[config.mk]
export PLATFORM = sky130hd
export DESIGN_NAME = double_ended_queue
export DESIGN_NICKNAME = d
export VERILOG_FILES = /design/src/sv/deq_pkg.sv /design/src/sv/deq_ram.sv /design/src/sv/deq_ptrs.sv /design/src/sv/double_ended_queue.sv
export SDC_FILE = /design/constraint.sdc
export NUM_CORES = 1
export LEC_CHECK = 0
export ABC_AREA = 0
export BUFFER_PORTS_ARGS = -buffer_cell sky130_fd_sc_hd__buf_2
export CORE_MARGIN = 1
export CORE_UTILIZATION = 55
export DETAILED_ROUTE_END_ITERATION = 12
export GPL_TIMING_DRIVEN = 1
export HOLD_SLACK_MARGIN = 0.03
export PLACE_DENSITY = 0.73
export SLEW_MARGIN = 20
export SYNTH_ARGS = -nofsm -noshare
export SYNTH_HDL_FRONTEND = slang
export SYNTH_HIERARCHICAL = 1
export SYNTH_SLANG_ARGS = --single-unit
[constraint.sdc]
create_clock -name i_clk -period 4.9 [get_ports i_clk]
set_clock_uncertainty 0.15 [all_clocks]
set_input_delay 0 -clock i_clk [delete_from_list [all_inputs] [get_ports i_clk]]
set_output_delay 0 -clock i_clk [all_outputs]
set_load 0.05 [all_outputs]
[src/sv/deq_pkg.sv]
// deq_pkg: shared constants, operation and status codes, transfer structs
// for the double-ended queue; depends on nothing
package deq_pkg;

    localparam int DEPTH      = 16;
    localparam int DATA_WIDTH = 32;
    localparam int ADDR_W     = (DEPTH > 1) ? $clog2(DEPTH) : 1;
    localparam int CNT_W      = $clog2(DEPTH + 1);
    localparam int VAL_W      = 32;
    localparam int OCC_W      = 5;

    typedef enum logic [1:0] {
        OP_INS_REAR  = 2'd0,
        OP_INS_FRONT = 2'd1,
        OP_REM_FRONT = 2'd2,
        OP_REM_REAR  = 2'd3
    } t_op;

    typedef enum logic [1:0] {
        ST_OK    = 2'd0,
        ST_EMPTY = 2'd1,
        ST_FULL  = 2'd2
    } t_status;

    typedef struct packed {
        t_op                     op;
        logic signed [VAL_W-1:0] value_in;
    } t_deq_req;

    typedef struct packed {
        logic signed [VAL_W-1:0] value_out;
        t_status                 status;
        logic [OCC_W-1:0]        occupancy;
    } t_deq_rsp;

    // decision for one accepted request, from pointer logic to the top
    typedef struct packed {
        logic              wr_en;
        logic              rd_en;
        logic [ADDR_W-1:0] addr;
        t_status           status;
        logic [CNT_W-1:0]  count_next;
    } t_deq_plan;

    // keep the low DATA_WIDTH bits of a value
    function automatic logic [DATA_WIDTH-1:0] to_store(input logic [VAL_W-1:0] v);
        return DATA_WIDTH'(v);
    endfunction

    // sign-extend a stored entry back to the result width
    function automatic logic [VAL_W-1:0] from_store(input logic [DATA_WIDTH-1:0] d);
        return VAL_W'(signed'(d));
    endfunction

endpackage

[src/sv/deq_ram.sv]
// deq_ram: single-port synchronous RAM with registered read data
// generic, no package dependency
module deq_ram #(
    parameter int ADDR_W = 4,
    parameter int DATA_W = 32
) (
    input  logic              i_clk,
    input  logic              i_we,
    input  logic              i_re,
    input  logic [ADDR_W-1:0] i_addr,
    input  logic [DATA_W-1:0] i_wdata,
    output logic [DATA_W-1:0] o_rdata
);

    logic [DATA_W-1:0] r_mem [2**ADDR_W];
    logic [DATA_W-1:0] r_rdata;

    always_ff @(posedge i_clk) begin
        if (i_we) begin
            r_mem[i_addr] <= i_wdata;
        end
        if (i_re) begin
            r_rdata <= r_mem[i_addr];
        end
    end

    assign o_rdata = r_rdata;

endmodule

[src/sv/deq_ptrs.sv]
// deq_ptrs: head and tail indices and entry count of the ring store,
// picks the entry address and status per request; uses deq_pkg
module deq_ptrs (
    input  logic               i_clk,
    input  logic               i_rst_n,
    input  logic               i_accept,
    input  deq_pkg::t_op       i_op,
    output deq_pkg::t_deq_plan o_plan
);

    logic [deq_pkg::ADDR_W-1:0] r_head, n_head;
    logic [deq_pkg::ADDR_W-1:0] r_tail, n_tail;
    logic [deq_pkg::CNT_W-1:0]  r_count;
    logic [deq_pkg::ADDR_W-1:0] head_dn, tail_dn;
    logic                       full, empty;

    function automatic logic [deq_pkg::ADDR_W-1:0] step_up(
        input logic [deq_pkg::ADDR_W-1:0] i
    );
        return (i == deq_pkg::ADDR_W'(deq_pkg::DEPTH - 1)) ? '0 : i + 1'b1;
    endfunction

    function automatic logic [deq_pkg::ADDR_W-1:0] step_down(
        input logic [deq_pkg::ADDR_W-1:0] i
    );
        return (i == '0) ? deq_pkg::ADDR_W'(deq_pkg::DEPTH - 1) : i - 1'b1;
    endfunction

    assign head_dn = step_down(r_head);
    assign tail_dn = step_down(r_tail);
    assign full    = (r_count == deq_pkg::CNT_W'(deq_pkg::DEPTH));
    assign empty   = (r_count == '0);

    always_comb begin
        o_plan            = '0;
        o_plan.status     = deq_pkg::ST_OK;
        o_plan.count_next = r_count;
        n_head            = r_head;
        n_tail            = r_tail;
        unique case (i_op)
            deq_pkg::OP_INS_REAR: begin
                o_plan.addr = r_tail;
                if (full) begin
                    o_plan.status = deq_pkg::ST_FULL;
                end else begin
                    o_plan.wr_en      = 1'b1;
                    o_plan.count_next = r_count + 1'b1;
                    n_tail            = step_up(r_tail);
                end
            end
            deq_pkg::OP_INS_FRONT: begin
                o_plan.addr = head_dn;
                if (full) begin
                    o_plan.status = deq_pkg::ST_FULL;
                end else begin
                    o_plan.wr_en      = 1'b1;
                    o_plan.count_next = r_count + 1'b1;
                    n_head            = head_dn;
                end
            end
            deq_pkg::OP_REM_FRONT: begin
                o_plan.addr = r_head;
                if (empty) begin
                    o_plan.status = deq_pkg::ST_EMPTY;
                end else begin
                    o_plan.rd_en      = 1'b1;
                    o_plan.count_next = r_count - 1'b1;
                    n_head            = step_up(r_head);
                end
            end
            deq_pkg::OP_REM_REAR: begin
                o_plan.addr = tail_dn;
                if (empty) begin
                    o_plan.status = deq_pkg::ST_EMPTY;
                end else begin
                    o_plan.rd_en      = 1'b1;
                    o_plan.count_next = r_count - 1'b1;
                    n_tail            = tail_dn;
                end
            end
            default: begin
                o_plan.addr = r_head;
            end
        endcase
    end

    always_ff @(posedge i_clk) begin
        if (!i_rst_n) begin
            r_head  <= '0;
            r_tail  <= '0;
            r_count <= '0;
        end else if (i_accept) begin
            r_head  <= n_head;
            r_tail  <= n_tail;
            r_count <= o_plan.count_next;
        end
    end

endmodule

[src/sv/double_ended_queue.sv]
// double_ended_queue: bounded deque over a ring store in one synchronous RAM
// insertions and empty removals register their result at the transfer edge;
// removals that read the RAM register it after the RAM read, from state S_READ
// throughput: 1 request per cycle for insertions and empty removals; a removal
// that reads the RAM holds busy until its result; reset empties the queue, RAM kept
// results are strobed for one cycle; the receiver cannot stall them
module double_ended_queue (
    input  logic              i_clk,
    input  logic              i_rst_n,
    input  logic              start,
    input  deq_pkg::t_deq_req i_req,
    output logic              busy,
    output logic              o_valid,
    output deq_pkg::t_deq_rsp o_rsp
);

    typedef enum logic {
        S_IDLE,
        S_READ
    } t_state;

    t_state                      r_state;
    logic                        r_valid;
    deq_pkg::t_deq_rsp           r_rsp;
    logic [deq_pkg::OCC_W-1:0]   r_occ_hold;   // occupancy kept across the ram read

    logic                        accept;
    deq_pkg::t_deq_plan          plan;
    logic [deq_pkg::DATA_WIDTH-1:0] rd_data;

    // a transfer happens only while no ram read is pending
    assign busy   = (r_state == S_READ);
    assign accept = start && !busy;

    // pointer and count bookkeeping, one decision per transfer
    deq_ptrs u_ptrs (
        .i_clk    (i_clk),
        .i_rst_n  (i_rst_n),
        .i_accept (accept),
        .i_op     (i_req.op),
        .o_plan   (plan)
    );

    // entry store; an insert writes at the transfer edge, a removal reads at
    // its own transfer edge, so a write always lands before any later read
    deq_ram #(
        .ADDR_W (deq_pkg::ADDR_W),
        .DATA_W (deq_pkg::DATA_WIDTH)
    ) u_ram (
        .i_clk   (i_clk),
        .i_we    (accept && plan.wr_en),
        .i_re    (accept && plan.rd_en),
        .i_addr  (plan.addr),
        .i_wdata (deq_pkg::to_store(i_req.value_in)),
        .o_rdata (rd_data)
    );

    // state and registered result
    always_ff @(posedge i_clk) begin
        if (!i_rst_n) begin
            r_state <= S_IDLE;
            r_valid <= 1'b0;
        end else begin
            r_valid <= 1'b0;
            unique case (r_state)
                S_IDLE: begin
                    if (accept) begin
                        if (plan.rd_en) begin
                            // wait in S_READ for the ram data
                            r_state    <= S_READ;
                            r_occ_hold <= deq_pkg::OCC_W'(plan.count_next);
                        end else begin
                            // insert, full insert or empty removal
                            r_valid           <= 1'b1;
                            r_rsp.status      <= plan.status;
                            r_rsp.occupancy   <= deq_pkg::OCC_W'(plan.count_next);
                            r_rsp.value_out   <= (plan.status == deq_pkg::ST_EMPTY) ?
                                                 '1 : '0;
                        end
                    end
                end
                S_READ: begin
                    r_state         <= S_IDLE;
                    r_valid         <= 1'b1;
                    r_rsp.status    <= deq_pkg::ST_OK;
                    r_rsp.occupancy <= r_occ_hold;
                    r_rsp.value_out <= deq_pkg::from_store(rd_data);
                end
                default: begin
                    r_state <= S_IDLE;
                end
            endcase
        end
    end

    assign o_valid = r_valid;
    assign o_rsp   = r_rsp;

`ifndef NO_ASSERTIONS
    // every transfer yields a result next cycle or starts a ram read
    a_transfer_progress: assert property (@(posedge i_clk) disable iff (!i_rst_n)
        accept |=> (o_valid || busy))
        else $error("transfer neither produced a result nor started a read");

    // the read state is only entered from a transfer
    a_busy_from_transfer: assert property (@(posedge i_clk) disable iff (!i_rst_n)
        busy |-> ($past(accept) && !$past(busy)))
        else $error("busy without a preceding removal transfer");

    // a read always ends in a successful result
    a_read_result: assert property (@(posedge i_clk) disable iff (!i_rst_n)
        busy |=> (o_valid && (o_rsp.status == deq_pkg::ST_OK)))
        else $error("ram read did not produce an ok result");

    // occupancy never exceeds the store
    a_occ_bound: assert property (@(posedge i_clk) disable iff (!i_rst_n)
        o_valid |-> (o_rsp.occupancy <= deq_pkg::OCC_W'(deq_pkg::DEPTH)))
        else $error("occupancy beyond depth");
`endif

endmodule
---- Word-level counts from Yosys, hierarchy flattened ----
Memories as Yosys holds them, arrays and structs flattened. A register that Yosys moved wholly into a read port is not among the register bits.
Index checks and enable logic that the tools add are counted.
operators by class
  eq/ne operators ......................... 13
  $add $sub $neg .......................... 6
  multiplexer cells ....................... 31
  bitwise logic cells ..................... 1
  reductions and logical operators ........ 16
operators with widths
  operator             number
  $mux 39              2
  $pmux 39 s2          1
  $pmux 11 s4          1
  $mux 32              1
  $mux 4               8
  $pmux 4 s2           2
  $ne 2x2->1 const B   6
  $reduce_and 4->1     3
  $mux 1               11
  $mux 5               2
  $add 4x1->4 const B  2
  $eq 4x4->1 const B   2
  $logic_not 4->1      2
  $sub 4x1->4 const B  2
  $add 5x1->5 const B  1
  $eq 5x5->1 const B   1
  $logic_not 5->1      1
  $sub 5x1->5 const B  1
  $eq 2x1->1 const B   2
  $eq 2x2->1 const B   2
  $pmux 1 s2           2
  $reduce_bool 2->1    2
  $reduce_or 2->1      2
  $logic_and 1x1->1    3
  other kinds (5)      5
word-level totals
  bits of input ports ..................... 37
  RAM bits ................................ 512
  logic and storage cells ................. 77
  register bits ........................... 59
  output and inout bits ................... 41
  memories kept ........................... 1
memories
  memory       words  bits a word  rd ports  clocked after Yosys merged registers in  write ports  RTL line       source
  u_ram.r_mem  16     32           1         1                                        1            deq_ram.sv:15  logic [DATA_W-1:0] r_mem [2**ADDR_W];

---- Depth between registers and ports, before layout ----
  word-level depth ........................ 8
  depth in mapped cells ................... 12
  depth with buffers taken out ............ 9

---- Modules after synthesis ----
The synthesis kept the hierarchy.
by module, submodules not included
  module              cells each  area an instance (um^2)  instances  seq. area each (um^2)
  deq_ram             840         20,183.1                 1          16,335.7
  double_ended_queue  102         1,803.0                  1          1,361.3
  deq_ptrs            182         1,383.8                  1          260.2

---- Worst setup path after synthesis ----
No wires, ideal clock.
  path type ............................... reg-to-reg
  start ................................... reg u_ptrs/r_head[2] in the netlist's numbering
  end ..................................... mem u_ram.r_mem[0][0], enable pin
  data required time ...................... 4.289 ns
  setup slack ............................. 0.132 ns
  arrival time ............................ 4.157 ns
  cell stages (with the launch flop) ...... 8
  path buffers ............................ 1
  cell sequence ........................... dfxtp_1 > buf_2 > or4b_2 > o311a_1 > mux2i_1 > a21oi_1 > or3b_2 > nor3_1
RTL lines
  item                      RTL line        source
  start: declaration        deq_ptrs.sv:11  logic [deq_pkg::ADDR_W-1:0] r_head, n_head;
  start signal: assignment  deq_ptrs.sv:93  r_head <= n_head;
  end: declaration          deq_ram.sv:15

==> impl_metrics.ini <==
[cts]
clock_latency_ns = 0.61
cts_tree = yes
cts.clk_slew.worst_paths_ns = 0.06
number_of_buffers_added_by_the_clock_tree_synthesis_step = 57
post_cts_resized = 0
clock_path_buffers = 3
clockRootBuffer = sky130_fd_sc_hd__clkbuf_16
htree_levels = 2
tritoncts_num_sinks = 603

[synthesis]
syn_area_mm2 = 0.02337
synthesis.area_per_instance_um2 = 20.79
synth_enable_flop_cells = 588
synth-main-ff-cell = sky130_fd_sc_hd__edfxtp_1
yosysWarningCount = 6
synth-seq-area-share_pct = 76.84
postSynthNetCount = 1167
syn-instance-count = 1124
synth.ff_latch_count = 603
synth.distinct_cells = 60
synth_async_sr_flop_share_pct = 0

[grt]
wire_length_of_the_first_global_routing_pass_mm = 73.53
grt.total_usage_pct = 23.10
maximum_number_of_pins_on_one_net_before_global_route_repair = 82
number_of_global_route_vias_before_repair = 11682
grt_antenna_before_repair = 0
globalRouteOverflowTotal = 0

[setup_path]
critPathLaunch = u_ptrs/r_tail[0]$_SDFFE_PN0P_
worst-endpoint-required_ns = 4.99
endpoint_kind = flip-flop
data_arrival_time_of_the_critical_path_ns = 4.12
timing_endpoint_of_the_critical_path = u_ram/r_mem[8][14]$_DFFE_PP_
timing.critical_path.from_type = flip-flop
reg2reg_depth = 9
timing.rr.end = u_ram/r_mem[8][14]$_DFFE_PP_
reg2reg_setup_slack_ns = 0.87
crit-reg2reg-launch = u_ptrs/r_tail[0]$_SDFFE_PN0P_
critical_path_class = reg -> reg
crit_fanout = 23

[timing]
fin_crit_sh_pct = 82.33
final.min_clock_period_ns = 4.034
unrepaired_setup_endpoints_after_global_routing = no
fmax_mhz = 247.9
worst_slew_pin_slew_ns = 1.087
timing_hold_violations_final = 0
timing.max_slew.rel_slack_pct = 27.36
totalNegativeSetupSlack_ns = 0
report.final.setup_viol = 0
timing_max_transition_violations_final = 0

[power_and_ir_drop]
clock_power_share_pct = 37.4
internal_power_mw = 8.964
power_leakage_nw = 8.883
power_switching_share_pct = 23.54
power_mw = 11.72
p_sw_mw = 2.759
sequentialPowerShare_pct = 50.6
ir_drop_uv = 263.4
combPwrFrac_pct = 12.0
power_per_cell_area_mw_per_mm2 = 438.2

[finish]
final_net_count = 1306
diodes = 0
multi_input_area_mm2 = 0.005151
filler_cells_inserted = 2720
drive_above_1_share_pct = 27.60
ff_latch_area_mm2 = 0.01796
finalInstanceArea_mm2 = 0.02675
layout-area-overhead-vs-synth_pct = 14.48
fraction_of_the_core_area_covered_by_cells_at_the_end_of_the_flow_pct = 63.78

[floorplanning]
floorplan.initialDensity_pct = 55.71
design.die.area_mm2 = 0.04332
die_y_um = 208.1
num_rows = 75
boundary_pins = 78
design.core.area_mm2 = 0.04195
die_width_um = 208.1

[routing]
drc = 0
wire_per_inst_um = 26.37
drt_wl_total_mm = 48.71
firstDrtPassIters = 5
route.vias.total = 11579
viasPerCell = 6.269
route.antenna.remaining_nets = 0
detail_route.iter0.violations = 1125

[run]
maxCapViolCount = 0

[placed_design]
dpl.hpwl_mm = 27.23
gpl.final_weighted_congestion = 0.7969
placement.io_buffers = 77
placement.cell_area_mm2 = 0.02451

[run_status]
status = finished, final reports clean

[worst_hold_path]
timing.hold.worst_path_depth = 2
timing.hold.worst.class = in -> reg
power by group through the flow:
stage                     registers [mW]  clock network (mW)  logic (mW)
final                               5.93                4.39        1.41
after global routing                5.94                4.65        1.51
after CTS                           5.93                4.46        1.42
after detailed placement            6.04                   0        1.38
after global placement              6.03                   0        1.36
after floorplan                     6.15                   0       0.860
synth_stat cells (2+ instances only):
cell type	n	area [um2]
sky130_fd_sc_hd__edfxtp_1	588	17660
sky130_fd_sc_hd__mux4_2	128	2883
sky130_fd_sc_hd__a22oi_1	64	480.5
sky130_fd_sc_hd__nand2_1	50	187.7
sky130_fd_sc_hd__clkbuf_1	37	138.9
sky130_fd_sc_hd__a21o_1	34	255.2
sky130_fd_sc_hd__nor2_1	27	101.4
sky130_fd_sc_hd__buf_2	20	100.1
sky130_fd_sc_hd__o21ai_0	17	85.08
sky130_fd_sc_hd__dfxtp_1	15	300.3
sky130_fd_sc_hd__nor2b_1	13	81.33
sky130_fd_sc_hd__buf_6	11	123.9
sky130_fd_sc_hd__inv_1	11	41.29
sky130_fd_sc_hd__a21oi_1	8	40.04
sky130_fd_sc_hd__mux2i_1	7	70.07
sky130_fd_sc_hd__nor3_1	7	35.03
sky130_fd_sc_hd__ha_1	6	75.07
sky130_fd_sc_hd__mux2_2	6	67.56
sky130_fd_sc_hd__nand3b_1	5	37.54
sky130_fd_sc_hd__xnor2_1	5	43.79
sky130_fd_sc_hd__and2_1	4	25.02
sky130_fd_sc_hd__nand2b_1	4	25.02
sky130_fd_sc_hd__buf_4	3	22.52
sky130_fd_sc_hd__nand3_1	3	15.01
sky130_fd_sc_hd__o211ai_1	3	22.52
sky130_fd_sc_hd__o21a_1	3	22.52
sky130_fd_sc_hd__o31ai_1	3	22.52
sky130_fd_sc_hd__or3_1	3	18.77
sky130_fd_sc_hd__a21boi_0	2	15.01
sky130_fd_sc_hd__a31oi_1	2	12.51
sky130_fd_sc_hd__and3_1	2	12.51
sky130_fd_sc_hd__and3b_1	2	17.52
sky130_fd_sc_hd__nor4_1	2	12.51
sky130_fd_sc_hd__o22ai_1	2	12.51
sky130_fd_sc_hd__or3b_2	2	17.52
layout by cell type, fill, tap and decap left out, types with 4 or more instances in the layout:
cell type                       synthesis  layout
sky130_fd_sc_hd__clkinv_1               0       7
sky130_fd_sc_hd__edfxtp_1             588     588
sky130_fd_sc_hd__clkinvlp_4             0       6
sky130_fd_sc_hd__nor2_1                27      14
sky130_fd_sc_hd__nand2b_1               4       4
sky130_fd_sc_hd__dlygate4sd3_1          0      38
sky130_fd_sc_hd__bufinv_16              0       6
sky130_fd_sc_hd__nor2b_1               13      11
sky130_fd_sc_hd__clkbuf_16              0      59
sky130_fd_sc_hd__mux4_2               128     128
sky130_fd_sc_hd__a22oi_1               64      64
sky130_fd_sc_hd__xnor2_1                5       5
sky130_fd_sc_hd__mux2_2                 6       6
sky130_fd_sc_hd__mux2i_1                7       7
sky130_fd_sc_hd__nor2_4                 0      13
sky130_fd_sc_hd__clkinv_2               0       5
sky130_fd_sc_hd__nand3b_1               5       5
sky130_fd_sc_hd__buf_2                 20      77
sky130_fd_sc_hd__a21oi_1                8       8
sky130_fd_sc_hd__dfxtp_1               15      14
sky130_fd_sc_hd__a21o_1                34      34
sky130_fd_sc_hd__buf_4                  3      34
sky130_fd_sc_hd__clkbuf_1              37      17
sky130_fd_sc_hd__ha_1                   6       6
sky130_fd_sc_hd__nand2_1               50      50
sky130_fd_sc_hd__inv_1                 11      11
sky130_fd_sc_hd__o21ai_0               17      15
what timing repair did:
action,4_1_cts,5_1_grt
hold buffers,38,0
setup buffers,0,0
hold endpoints to repair,533,0
logic make-up after synthesis:
group / share of synthesized area [%]
xor+xnor: 0.3052
buf+inv: 1.826
mux: 12.92
fa+ha+maj: 0.3212
flops: 76.84
compound gates: 4.974
simple gates: 2.811
registers in the layout, indices dropped and copies added, names as in the netlist:
| signal | count |
|---|---|
| o_valid | 1 |
| r_occ_hold | 5 |
| u_ptrs/r_count | 5 |
| busy | 1 |
| u_ptrs/r_tail | 4 |
| o_rsp | 39 |
| u_ptrs/r_head | 4 |
| u_ram/r_mem | 512 |
| u_ram/o_rdata | 32 |
worst min path at each step:
| stage | end | slack (ns) | start |
|---|---|---|---|
| after CTS | u_ram/r_mem[6][24]$_DFFE_PP_ | 0.15 | i_req[24] |
| after floorplan | u_ram/r_mem[0][0]$_DFFE_PP_ | -0.05 | i_req[0] |
| after global placement | u_ram/r_mem[6][16]$_DFFE_PP_ | 0.22 | i_req[16] |
| final | u_ram/r_mem[10][21]$_DFFE_PP_ | 0.16 | i_req[21] |
| after global routing | u_ram/r_mem[7][24]$_DFFE_PP_ | 0.17 | i_req[24] |
| after detailed placement | u_ram/r_mem[7][21]$_DFFE_PP_ | 0.23 | i_req[21] |
per-stage QoR:
step / instances / hold slack (ns) / setup slack [ns]
5_1_grt: 1847 / 0.1695 / 0.5621
3_3_place_gp: 1705 / 0.2218 / 0.8505
4_1_cts: 1847 / 0.1460 / 0.8541
3_5_place_dp: 1705 / 0.2324 / 0.8838
6_report: 1847 / 0.1588 / 0.8658
2_1_floorplan: 1124 / -0.05113 / 0.1316
cell type report:
class	instances	area share (%)
Multi-Input combinational cell	439	19.25
Timing Repair Buffer	151	3.966
Inverter	11	0.1543
Clock buffer	79	5.912
Tap cell	539	2.521
Clock inverter	25	1.066
Sequential cell	603	67.13
worst max-delay path: stages (launching register included):
cell,delay [ns]
sky130_fd_sc_hd__dfxtp_1,0.40
sky130_fd_sc_hd__inv_1,0.09
sky130_fd_sc_hd__ha_1,0.23
sky130_fd_sc_hd__o21bai_1,0.16
sky130_fd_sc_hd__a22o_1,0.15
sky130_fd_sc_hd__a21oi_1,0.07
sky130_fd_sc_hd__a21oi_1,0.61
sky130_fd_sc_hd__nand3b_1,0.46
sky130_fd_sc_hd__nor3_2,0.82
sky130_fd_sc_hd__buf_4,0.52
metal layers:
| metal | vias to the layer above | share of wire, % | global-route usage, % |
|---|---|---|---|
| met5 | - | 0 | 0 |
| met2 | 467 | 50 | 37.87 |
| li1 | 4939 | - | - |
| met4 | 0 | 1.7 | 5.415 |
| met1 | 6105 | 41 | 32.38 |
| met3 | 68 | 6.8 | 4.634 |
Power figures use the tool's default switching activity.
